### config.mk
export PLATFORM = sky130hd
export DESIGN_NAME = ggc_color_select
export DESIGN_NICKNAME = d
export VERILOG_FILES = /design/src/sv/ggc_pkg.sv /design/src/sv/ggc_color_select.sv
export SDC_FILE = /design/constraint.sdc
export NUM_CORES = 1
export LEC_CHECK = 0
export ABC_AREA = 1
export BUFFER_PORTS_ARGS = -buffer_cell sky130_fd_sc_hd__buf_2
export CAP_MARGIN = 30
export CORE_MARGIN = 4
export CORE_UTILIZATION = 55
export CTS_BUF_LIST = sky130_fd_sc_hd__clkbuf_8 sky130_fd_sc_hd__clkbuf_16
export DETAILED_ROUTE_END_ITERATION = 12
export PLACE_DENSITY_LB_ADDON = 0.05
export SLEW_MARGIN = 20
export SYNTH_ARGS = -nofsm -noshare
export SYNTH_HDL_FRONTEND = slang
export SYNTH_SLANG_ARGS = --single-unit
### constraint.sdc
create_clock -name clk -period 17 [get_ports clk]
set_input_delay 1.7 -clock clk [delete_from_list [all_inputs] [get_ports clk]]
set_output_delay 1.7 -clock clk [all_outputs]
set_load 0.01 [all_outputs]
### src/sv/ggc_pkg.sv
// Shared constants and types for the greedy graph colouring core.
// No dependencies; imported by the interfaces and all ggc modules.
`default_nettype none

package ggc_pkg;

  localparam int MAX_VERTICES = 4096;
  localparam int ADDR_W       = $clog2(MAX_VERTICES);
  localparam int VERTEX_W     = 12;
  localparam int MAX_COLORS   = 64;
  localparam int COLOR_W      = 6;
  localparam int COUNT_W      = 7;
  localparam int STORE_W      = 7;

  localparam logic [STORE_W-1:0] UNCOLORED = 7'h7F;

  localparam logic OP_ADJ   = 1'b0;
  localparam logic OP_CLEAR = 1'b1;

  typedef struct packed {
    logic               step;
    logic               clear;
    logic               mark;
    logic [COLOR_W-1:0] mark_color;
    logic               last;
  } ggc_sel_ctl_t;

  typedef struct packed {
    logic [COLOR_W-1:0] color;
    logic               overflow;
    logic [COUNT_W-1:0] count;
  } ggc_sel_res_t;

endpackage

`default_nettype wire

### src/sv/ggc_color_select.sv
// Used-colour mask, lowest free colour search and colour count.
// Depends on ggc_pkg.
`default_nettype none

module ggc_color_select import ggc_pkg::*; (
  input  wire logic         clk,
  input  wire logic         rst,
  input  wire ggc_sel_ctl_t ctl,
  output ggc_sel_res_t      res
);

  logic [MAX_COLORS-1:0] used_mask;
  logic [MAX_COLORS-1:0] mask_cur;
  logic [COUNT_W-1:0]    color_count;
  logic [COUNT_W-1:0]    chosen_inc;

  always_comb begin
    mask_cur = used_mask;
    if (ctl.mark) begin
      mask_cur[ctl.mark_color] = 1'b1;
    end
    res.color    = COLOR_W'(MAX_COLORS - 1);
    res.overflow = 1'b1;
    for (int c = MAX_COLORS - 1; c >= 0; c--) begin
      if (!mask_cur[c]) begin
        res.color    = COLOR_W'(c);
        res.overflow = 1'b0;
      end
    end
    chosen_inc = {1'b0, res.color} + COUNT_W'(1);
    res.count  = (chosen_inc > color_count) ? chosen_inc : color_count;
  end

  always_ff @(posedge clk) begin
    if (rst || ctl.clear) begin
      used_mask   <= '0;
      color_count <= '0;
    end else if (ctl.step) begin
      if (ctl.last) begin
        used_mask   <= '0;
        color_count <= res.count;
      end else begin
        used_mask <= mask_cur;
      end
    end
  end

endmodule

`default_nettype wire

==> results of run 1 <==
-- through the flow --
stage	std cells	power, mW	hold WS, ns	setup WS [ns]	area [sq um]
floorplan	647	0.185	0.426	8.68	4090
global placement	759	0.193	0.436	7.70	4310
detailed placement	761	0.193	0.442	7.63	4320
CTS	776	0.360	0.458	7.52	4560
global route	779	0.370	0.495	6.50	4590
finish	779	0.358	0.455	7.50	4590
-- cell type report --
type,instances,area share (%)
inverter,101,8.26
timing repair buffer,32,3.93
clock buffer,10,3.00
sequential,71,31.0
tap,99,2.70
clock inverter,5,2.32
multi-input combinational,461,48.8
-- worst max-delay path by stage --
stage / from / to / slack [ns] / depth (start not counted)
floorplan: ctl[5] / res[0] / 8.68 / 80
global placement: ctl[2] / res[5] / 7.70 / 82
detailed placement: ctl[2] / res[5] / 7.63 / 84
CTS: ctl[2] / res[5] / 7.52 / 84
global route: ctl[2] / res[5] / 6.50 / 84
finish: ctl[2] / res[5] / 7.50 / 82
-- worst max-delay path: cells and delay by family --
| family | cells | cell delay (ns) |
|---|---|---|
| simple gates | 73 | 4.51 |
| buf+inv | 5 | 0.61 |
| fa+ha+maj | 2 | 0.51 |
| compound gates | 2 | 0.44 |
-- registers in the layout (all words and copies together) (netlist names) --
signal,flops
color_count,7
used_mask,64
-- metal layers --
metal  share of wire (%)  vias up
met5                   0        -
met4                 1.4        0
met3                 5.8       18
met2                  47      118
met1                  46     1937
li1                    -     2198
-- cell usage in the layout (no fill, tap or decap), drive strengths merged --
cell type	count
o211a	3
clkinv	2
o21ai	72
o311ai	1
bufinv	3
o21a	1
nor3	33
a31oi	6
a31o	1
buf	32
a211oi	1
inv	100
nand3	19
ha	8
clkbuf	10
nand4	14
clkinvlp	1
xor2	3
a21boi	2
o22ai	2
nand2	128
a21oi	67
o21bai	4
o211ai	5
nor4	8
nor2	83
dfxtp	71
-- logic make-up (layout without fill, tap and decap cells) --
family,after synthesis,after routing,share of synthesized area (%)
simple gates,285,285,29.6
compound gates,165,165,22.0
buf+inv,115,148,10.5
flops,71,71,34.7
fa+ha+maj,8,8,2.45
xor+xnor,3,3,0.642
-- where the power goes --
group          internal (mW)  switching [mW]
registers              0.166        0.000154
clock network          0.101          0.0663
logic                0.00660          0.0175
total                  0.274          0.0840
==> run summary, run 1 <==
Mapped cell area: 4090 sq um
Worst-Skew Late Latency: 0.35 ns
Sequential area share after synthesis: 34.7%
Status: finished, final reports clean
GP Congestion: 0.891
Synth async-reset ratio: 0%
Register Area: 1420 sq um
Static Leak: 2.16 nW
Final core occ: 63.3%
Max Clock Skew: 0.00577 ns
Number of global-route vias before repair: 3806
Synth warnings: 0
Post-synth EDFFs: 0
Cell with the most instances after synthesis: nand2_1
Postcts setup bufs: 0
Synthesized net count: 667
Grt met1 use: 33.2%
Root Buffer: clkbuf_8
HP Class: flip-flop to flip-flop
Fin crit share: 55.9%
Synth top cells by count: 126 x nand2_1, 94 x inv_1, 82 x nor2_1, 72 x o21ai_0, 71 x dfxtp_1
H-tree Lvls: 3
Starting density of the core: 56.4%
Dpl hpwl: 7450 um
# DRC: 0
CP max FO: 9
VDD IR max: 68.7 uV
Share of layout cells above drive strength 1: 8.82%
CP Capture Type: primary output
Ranking of synthesized cells by area: dfxtp_1 35%, nand2_1 12%, o21ai_0 8.8%
#FFs+latches synth: 71
First-pass GRT wire length: 17900 um
Clock sinks: 71
Synth top area share: 34.7%
Total GRT Usage: 25.5%
DR pass1 iterations: 5
Synth cell types: 30
Antenna fix cells: 0
Setup TNS: 0 ns
Hold path start: color_count[3]
Fin. Hold Viols: 0
# fillers: 687
R2R setup slack: 10.91 ns
Maximum number of pins on one net before global-route repair: 67
TritonCTS Buffers: 9
Final wirelength: 10800 um
Pwr/cell area: 78.0 nW/um^2
Die Ht: 94.3 um
Cell count after synthesis: 647
Syn avg cell area: 6.33 sq um
Row Count: 31
Via count: 4271
GRT met3 Usage: 6.01%
RSZ-0062 raised after global routing: no
Post-synth top area cell: dfxtp_1
GR peak layer: met2
Worst slew pin tran: 0.891 ns
Worst EP required: 15.30 ns
Slew HR: 40.2%
DR vias/cell: 5.48
Die ar.: 8890 sq um
CP Launch Type: primary input
IO Port Bufs: 25
Max Fclk: 105 MHz
WS Path Type: primary input to primary output
Wire length per cell: 13.8 um
Detail Route Antenna Nets: 0
Chip width: 94.3 um
Worst-case clock buffer depth: 2
Met2 usage: 42.4%
Final setup fails: 0
P&R area growth vs syn: 12.1%
Grt ovf: 0
FF-to-FF End: color_count[5]
Hold_buf cts: 0
CTS resizes: 0
Clk slew on worst S/H paths: 0.08 ns
CORE AREA: 7250 sq um
Top FF cell, synth: dfxtp_1
Initial antenna violation count: 0
Worst r2r path cells: 80
I/O Pins: 26
Iter 0 DRT Violations: 238
Max cap viols: 0
FF-to-FF Start: used_mask[62]
Multi-input gate area: 2240 sq um
Slowest CP cell: a21oi_1
Final Max Tran Viols: 0
CTS tree: yes
CP most frequent cell: nand2_1
Hold Crit Depth: 2
Nets: 696
Fin crit period: 9.50 ns
CP Data Arrival Time: 7.80 ns
Slowest cell delay on critical path: 0.30 ns
Min-Delay Endpoint: color_count[3]
Note: power is estimated with default switching activity, not from simulation.
==> run 2, diff against run 1 <==
==> constraint.sdc (replaced) <==
create_clock -name clk -period 8.5 [get_ports clk]
set_input_delay 0.85 -clock clk [delete_from_list [all_inputs] [get_ports clk]]
set_output_delay 0.85 -clock clk [all_outputs]
set_load 0.01 [all_outputs]
==> run summary, run 2 (synthesis results as in run 1) <==
Status: finished, final reports clean (unchanged)
FF-to-FF End: color_count[5] (unchanged)
DR pass1 iterations: 5 (unchanged)
Clock sinks: 71 (unchanged)
Worst-Skew Late Latency: 0.34 ns (was 0.35 ns)
GP Congestion: 0.848 (was 0.891)
Slowest CP cell: nor3_2 (was a21oi_1)
Antenna fix cells: 0 (unchanged)
Final core occ: 62.8% (was 63.3%)
CORE AREA: 7250 sq um (unchanged)
FF-to-FF Start: used_mask[62] (unchanged)
Top Registers: used_mask: 64 flops, color_count: 7 flops (unchanged)
Via count: 4261 (was 4271)
Chip width: 94.3 um (unchanged)
Biggest register: used_mask (unchanged)
Total GRT Usage: 24.4% (was 25.5%)
DR vias/cell: 5.46 (was 5.48)
Clk slew on worst S/H paths: 0.07 ns (was 0.08 ns)
Crit path from: ctl[7] (was ctl[2])
R2R setup slack: 2.73 ns (was 10.91 ns)
GR peak layer: met2 (unchanged)
Most frequent cells in the layout: 125 x nand2_1, 96 x inv_1, 82 x nor2_1 (was 126 x nand2_1, 94 x inv_1, 82 x nor2_1)
Max cap viols: 0 (unchanged)
Setup TNS: 0 ns (unchanged)
Max Fclk: 132 MHz
P&R area growth vs syn: 11.2% (was 12.1%)
Root Buffer: clkbuf_8 (unchanged)
CP Data Arrival Time: 6.74 ns (was 7.80 ns)
Fin crit share: 89.3%
Fin crit period: 7.59 ns
Postcts setup bufs: 0 (unchanged)
Worst-case clock buffer depth: 2 (unchanged)
CP most frequent cell: nand2_1 (unchanged)
Slowest cell delay on critical path: 0.45 ns (was 0.30 ns)
Detail Route Antenna Nets: 0 (unchanged)
Crit path to: res[0] (was res[5])
CP Launch Type: primary input (unchanged)
Wire length per cell: 13.6 um (was 13.8 um)
Final total power: 0.645 mW (was 0.358 mW)
RSZ-0062 raised after global routing: no (unchanged)
Worst EP required: 7.65 ns (was 15.30 ns)
Die ar.: 8890 sq um (unchanged)
Maximum number of pins on one net before global-route repair: 67 (unchanged)
CP max FO: 9 (unchanged)
Dpl hpwl: 7380 um (was 7450 um)
Worst slew pin tran: 0.955 ns (was 0.891 ns)
Max FFs per register: 64 (unchanged)
IO Port Bufs: 25 (unchanged)
Row Count: 31 (unchanged)
Met2 usage: 39.4% (was 42.4%)
HP Class: flip-flop to flip-flop (unchanged)
Fin. Hold Viols: 0 (unchanged)
Initial antenna violation count: 0 (unchanged)
Final Max Tran Viols: 0 (unchanged)
CTS tree: yes (unchanged)
Grt met1 use: 33.0% (was 33.2%)
Starting density of the core: 56.4% (unchanged)
Iter 0 DRT Violations: 262 (was 238)
I/O Pins: 26 (unchanged)
Die Ht: 94.3 um (unchanged)
Dpl cells: 762 (was 761)
Hold Crit Depth: 2 (unchanged)
Static Leak: 2.15 nW (was 2.16 nW)
# DRC: 0 (unchanged)
Slew HR: 35.8% (was 40.2%)
Number of global-route vias before repair: 3672 (was 3806)
Fin cells: 781 (was 779)
# fillers: 706 (was 687)
WS Path Type: primary input to primary output (unchanged)
GRT met3 Usage: 3.69% (was 6.01%)
Pwr/cell area: 142 nW/um^2 (was 78.0 nW/um^2)
CP Capture Type: primary output (unchanged)
TritonCTS Buffers: 9 (unchanged)
Nets: 697 (was 696)
Worst r2r path cells: 80 (unchanged)
Final wirelength: 10600 um (was 10800 um)
Final setup fails: 0 (unchanged)
Share of layout cells above drive strength 1: 9.09% (was 8.82%)
First-pass GRT wire length: 17100 um (was 17900 um)
VDD IR max: 83.7 uV (was 68.7 uV)
Max Clock Skew: 0.0115 ns (was 0.00577 ns)
Grt ovf: 0 (unchanged)
Commonest non-fill, non-tap cell in the layout: nand2_1 (unchanged)
H-tree Lvls: 3 (unchanged)
## run 2: cell count changes in the layout (fill, tap and decap cells not counted), sizes merged
cell | before | now
bufinv | 3 | 1
clkinv | 2 | 4
buf | 32 | 33
clkinvlp | 1 | 0
inv | 100 | 102
## run 2: critical path: cells and delay by family
| family | cells | cell delay (ns) |
|---|---|---|
| simple gates | 65 | 4.11 |
| fa+ha+maj | 2 | 0.51 |
| compound gates | 3 | 0.45 |
| buf+inv | 8 | 0.78 |
## run 2: metal layers
layer,vias up,routed length (um)
met2,104,4870
li1,2201,-
met5,-,0
met1,1938,5050
met4,0,198
met3,18,488
## run 2: timing repair
item,4_1_cts,5_1_grt
endpoints found under the setup margin,0,3
hold buffers,0,0
gates resized for setup,0,2
## run 2: worst min-delay path by stage
stage,start,to,slack [ns]
final,color_count[3],color_count[3],0.46
after global routing,used_mask[61],used_mask[61],0.50
after CTS,color_count[3],color_count[3],0.46
after detailed placement,color_count[3],color_count[3],0.45
after global placement,color_count[3],color_count[3],0.44
after floorplan,color_count[3],color_count[3],0.43
## run 2: area by class of cell
type,count,area (sq um),area share [%]
Tap cell,99,124,2.72
Sequential cell,71,1420,31.2
Timing Repair Buffer,33,193,4.23
Inverter,101,379,8.32
Clock buffer,10,138,3.02
Clock inverter,6,52.6,1.15
Multi-Input combinational cell,461,2250,49.3
## run 2: stage by stage
| stage | setup WS [ns] | hold WS (ns) | instance area (sq um) |
|---|---|---|---|
| after global placement | 0.986 | 0.442 | 4330 |
| after CTS | 0.857 | 0.461 | 4520 |
| after floorplan | 1.88 | 0.426 | 4090 |
| final | 0.913 | 0.461 | 4550 |
| after global routing | 0.0158 | 0.498 | 4550 |
| after detailed placement | 0.923 | 0.446 | 4330 |
## run 2: where the power goes
group	internal, mW	switching, mW
Sequential	0.333	0.000303
Combinational	0.0135	0.0354
Clock	0.140	0.123
Total	0.487	0.158
==> run 3, diff against run 2 <==
==> constraint.sdc (replaced) <==
create_clock -name clk -period 9.35 [get_ports clk]
set_input_delay 0.935 -clock clk [delete_from_list [all_inputs] [get_ports clk]]
set_output_delay 0.935 -clock clk [all_outputs]
set_load 0.01 [all_outputs]
==> run summary, run 3 (synthesis results as in run 1) <==
Via count: 4314 (was 4261)
Max Clock Skew: 0.00964 ns (was 0.0115 ns)
CP max FO: 9 (unchanged)
Fin. Hold Viols: 0 (unchanged)
Max Fclk: 128 MHz
CORE AREA: 7250 sq um (unchanged)
DR pass1 iterations: 5 (unchanged)
Die ar.: 8890 sq um (unchanged)
Slew HR: 32.4% (was 35.8%)
P&R area growth vs syn: 11.4% (was 11.2%)
Dpl hpwl: 7630 um (was 7380 um)
Slowest cell delay on critical path: 0.28 ns (was 0.45 ns)
Share of layout cells above drive strength 1: 8.81% (was 9.09%)
Fin crit period: 7.81 ns
Antenna fix cells: 0 (unchanged)
Hold_buf cts: 0 (unchanged)
Final Max Tran Viols: 0 (unchanged)
Final total power: 0.613 mW (was 0.645 mW)
Top Registers: used_mask: 64 flops, color_count: 7 flops (unchanged)
CP Capture Type: primary output (unchanged)
GP Congestion: 0.886 (was 0.848)
Number of global-route vias before repair: 3879 (was 3672)
IO Port Bufs: 25 (unchanged)
GRT met3 Usage: 2.80% (was 3.69%)
GR peak layer: met2 (unchanged)
DR vias/cell: 5.53 (was 5.46)
Iter 0 DRT Violations: 239 (was 262)
Fin crit share: 83.5%
Fin cells: 780 (was 781)
Setup TNS: 0 ns (unchanged)
Row Count: 31 (unchanged)
CP most frequent cell: nand2_1 (unchanged)
Starting density of the core: 56.4% (unchanged)
Commonest non-fill, non-tap cell in the layout: nand2_1 (unchanged)
Worst slew pin tran: 1.01 ns (was 0.955 ns)
Psw: 0.150 mW (was 0.158 mW)
Seq pwr share: 49.4% (was 51.7%)
Maximum number of pins on one net before global-route repair: 66 (was 67)
CTS resizes: 0 (unchanged)
Clock sinks: 71 (unchanged)
I/O Pins: 26 (unchanged)
Final worst setup slack: 1.54 ns (was 0.913 ns)
Worst EP required: 8.42 ns (was 7.65 ns)
Final wirelength: 10800 um (was 10600 um)
Total GRT Usage: 25.3% (was 24.4%)
Int Power: 0.463 mW (was 0.487 mW)
H-tree Lvls: 3 (unchanged)
Wire length per cell: 13.9 um (was 13.6 um)
First-pass GRT wire length: 18000 um (was 17100 um)
HP Class: flip-flop to flip-flop (unchanged)
Postcts setup bufs: 0 (unchanged)
Max FFs per register: 64 (unchanged)
Initial antenna violation count: 0 (unchanged)
CTS tree: yes (unchanged)
Biggest register: used_mask (unchanged)
Grt ovf: 0 (unchanged)
Grt met1 use: 33.0% (about the same)
CP Launch Type: primary input (unchanged)
Met2 usage: 43.4% (was 39.4%)
Most frequent cells in the layout: 126 x nand2_1, 95 x inv_1, 82 x nor2_1 (was 125 x nand2_1, 96 x inv_1, 82 x nor2_1)
WS Path Type: primary input to primary output (unchanged)
Dpl cells: 760 (was 762)
Root Buffer: clkbuf_8 (unchanged)
Nets: 696 (was 697)
Max cap viols: 0 (unchanged)
Dpl ws: 1.61 ns (was 0.923 ns)
# DRC: 0 (unchanged)
CP Data Arrival Time: 6.87 ns (was 6.74 ns)
Pwr/cell area: 134 nW/um^2 (was 142 nW/um^2)
Net Sw Frac: 24.5% (about the same)
Final setup fails: 0 (unchanged)
Slowest CP cell: ha_1 (was nor3_2)
Worst-case clock buffer depth: 2 (unchanged)
Chip width: 94.3 um (unchanged)
Clk slew on worst S/H paths: 0.07 ns (about the same)
Power share of the combinational group: 7.2% (was 7.6%)
Detail Route Antenna Nets: 0 (unchanged)
Status: finished, final reports clean (unchanged)
Die Ht: 94.3 um (unchanged)
Worst-Skew Late Latency: 0.35 ns (was 0.34 ns)
RSZ-0062 raised after global routing: no (unchanged)
Static Leak: 2.14 nW (was 2.15 nW)
TritonCTS Buffers: 9 (unchanged)
VDD IR max: 88.7 uV (was 83.7 uV)
Clk pwr share: 43.3% (was 40.7%)
==> run 3: changes by cell type in the layout (fill, tap and decap cells not counted), sizes merged <==
cell / previous run / this run
buf: 33 / 32
bufinv: 1 / 2
clkbuf: 10 / 9
clkinv: 4 / 3
clkinvlp: 0 / 2
inv: 102 / 101
==> run 3: worst paths after layout <==
kind / cells after the start / slack [ns] / endpoint / start
worst min register to register: 2 / 0.46 / color_count[3] / color_count[3]
worst max register to register: 80 / 3.47 / color_count[5] / used_mask[62]
worst max-delay path: 85 / 1.54 / res[0] / ctl[2]
worst min-delay path: 2 / 0.46 / color_count[3] / color_count[3]
==> run 3: critical path, delay by kind of cell <==
kind / cells / cell delay, ns
simple gates: 74 / 4.50
compound gates: 2 / 0.24
fa+ha+maj: 2 / 0.51
buf+inv: 7 / 0.67
==> run 3: routing by layer <==
metal / vias up / wire length, um
met2: 90 / 5120
met5: - / 0
li1: 2198 / -
met4: 0 / 159
met3: 15 / 460
met1: 2011 / 5090
==> run 3: power groups by stage <==
stage / Clock, mW / Combinational (mW) / Sequential, mW
2_1_floorplan: 0 / 0.0273 / 0.310
3_3_place_gp: 0 / 0.0409 / 0.310
3_5_place_dp: 0 / 0.0421 / 0.310
4_1_cts: 0.269 / 0.0423 / 0.303
5_1_grt: 0.283 / 0.0492 / 0.303
6_report: 0.265 / 0.0444 / 0.303
==> run 3: cell type report <==
type	count	area, sq um
well taps	99	124
clock buffers	9	124
multi-input cells	461	2240
repair buffers	32	183
flip-flops and latches	71	1420
inverters	101	379
clock inverters	7	88.8
fillers	708	2690
==> run 3: stage by stage <==
step	instance area (sq um)	util (%)	hold slack [ns]
after floorplan	4090	-	0.426
after global placement	4310	59.5	0.441
after detailed placement	4310	59.5	0.446
after CTS	4530	62.4	0.460
after global routing	4560	62.9	0.492
final	4560	62.9	0.459
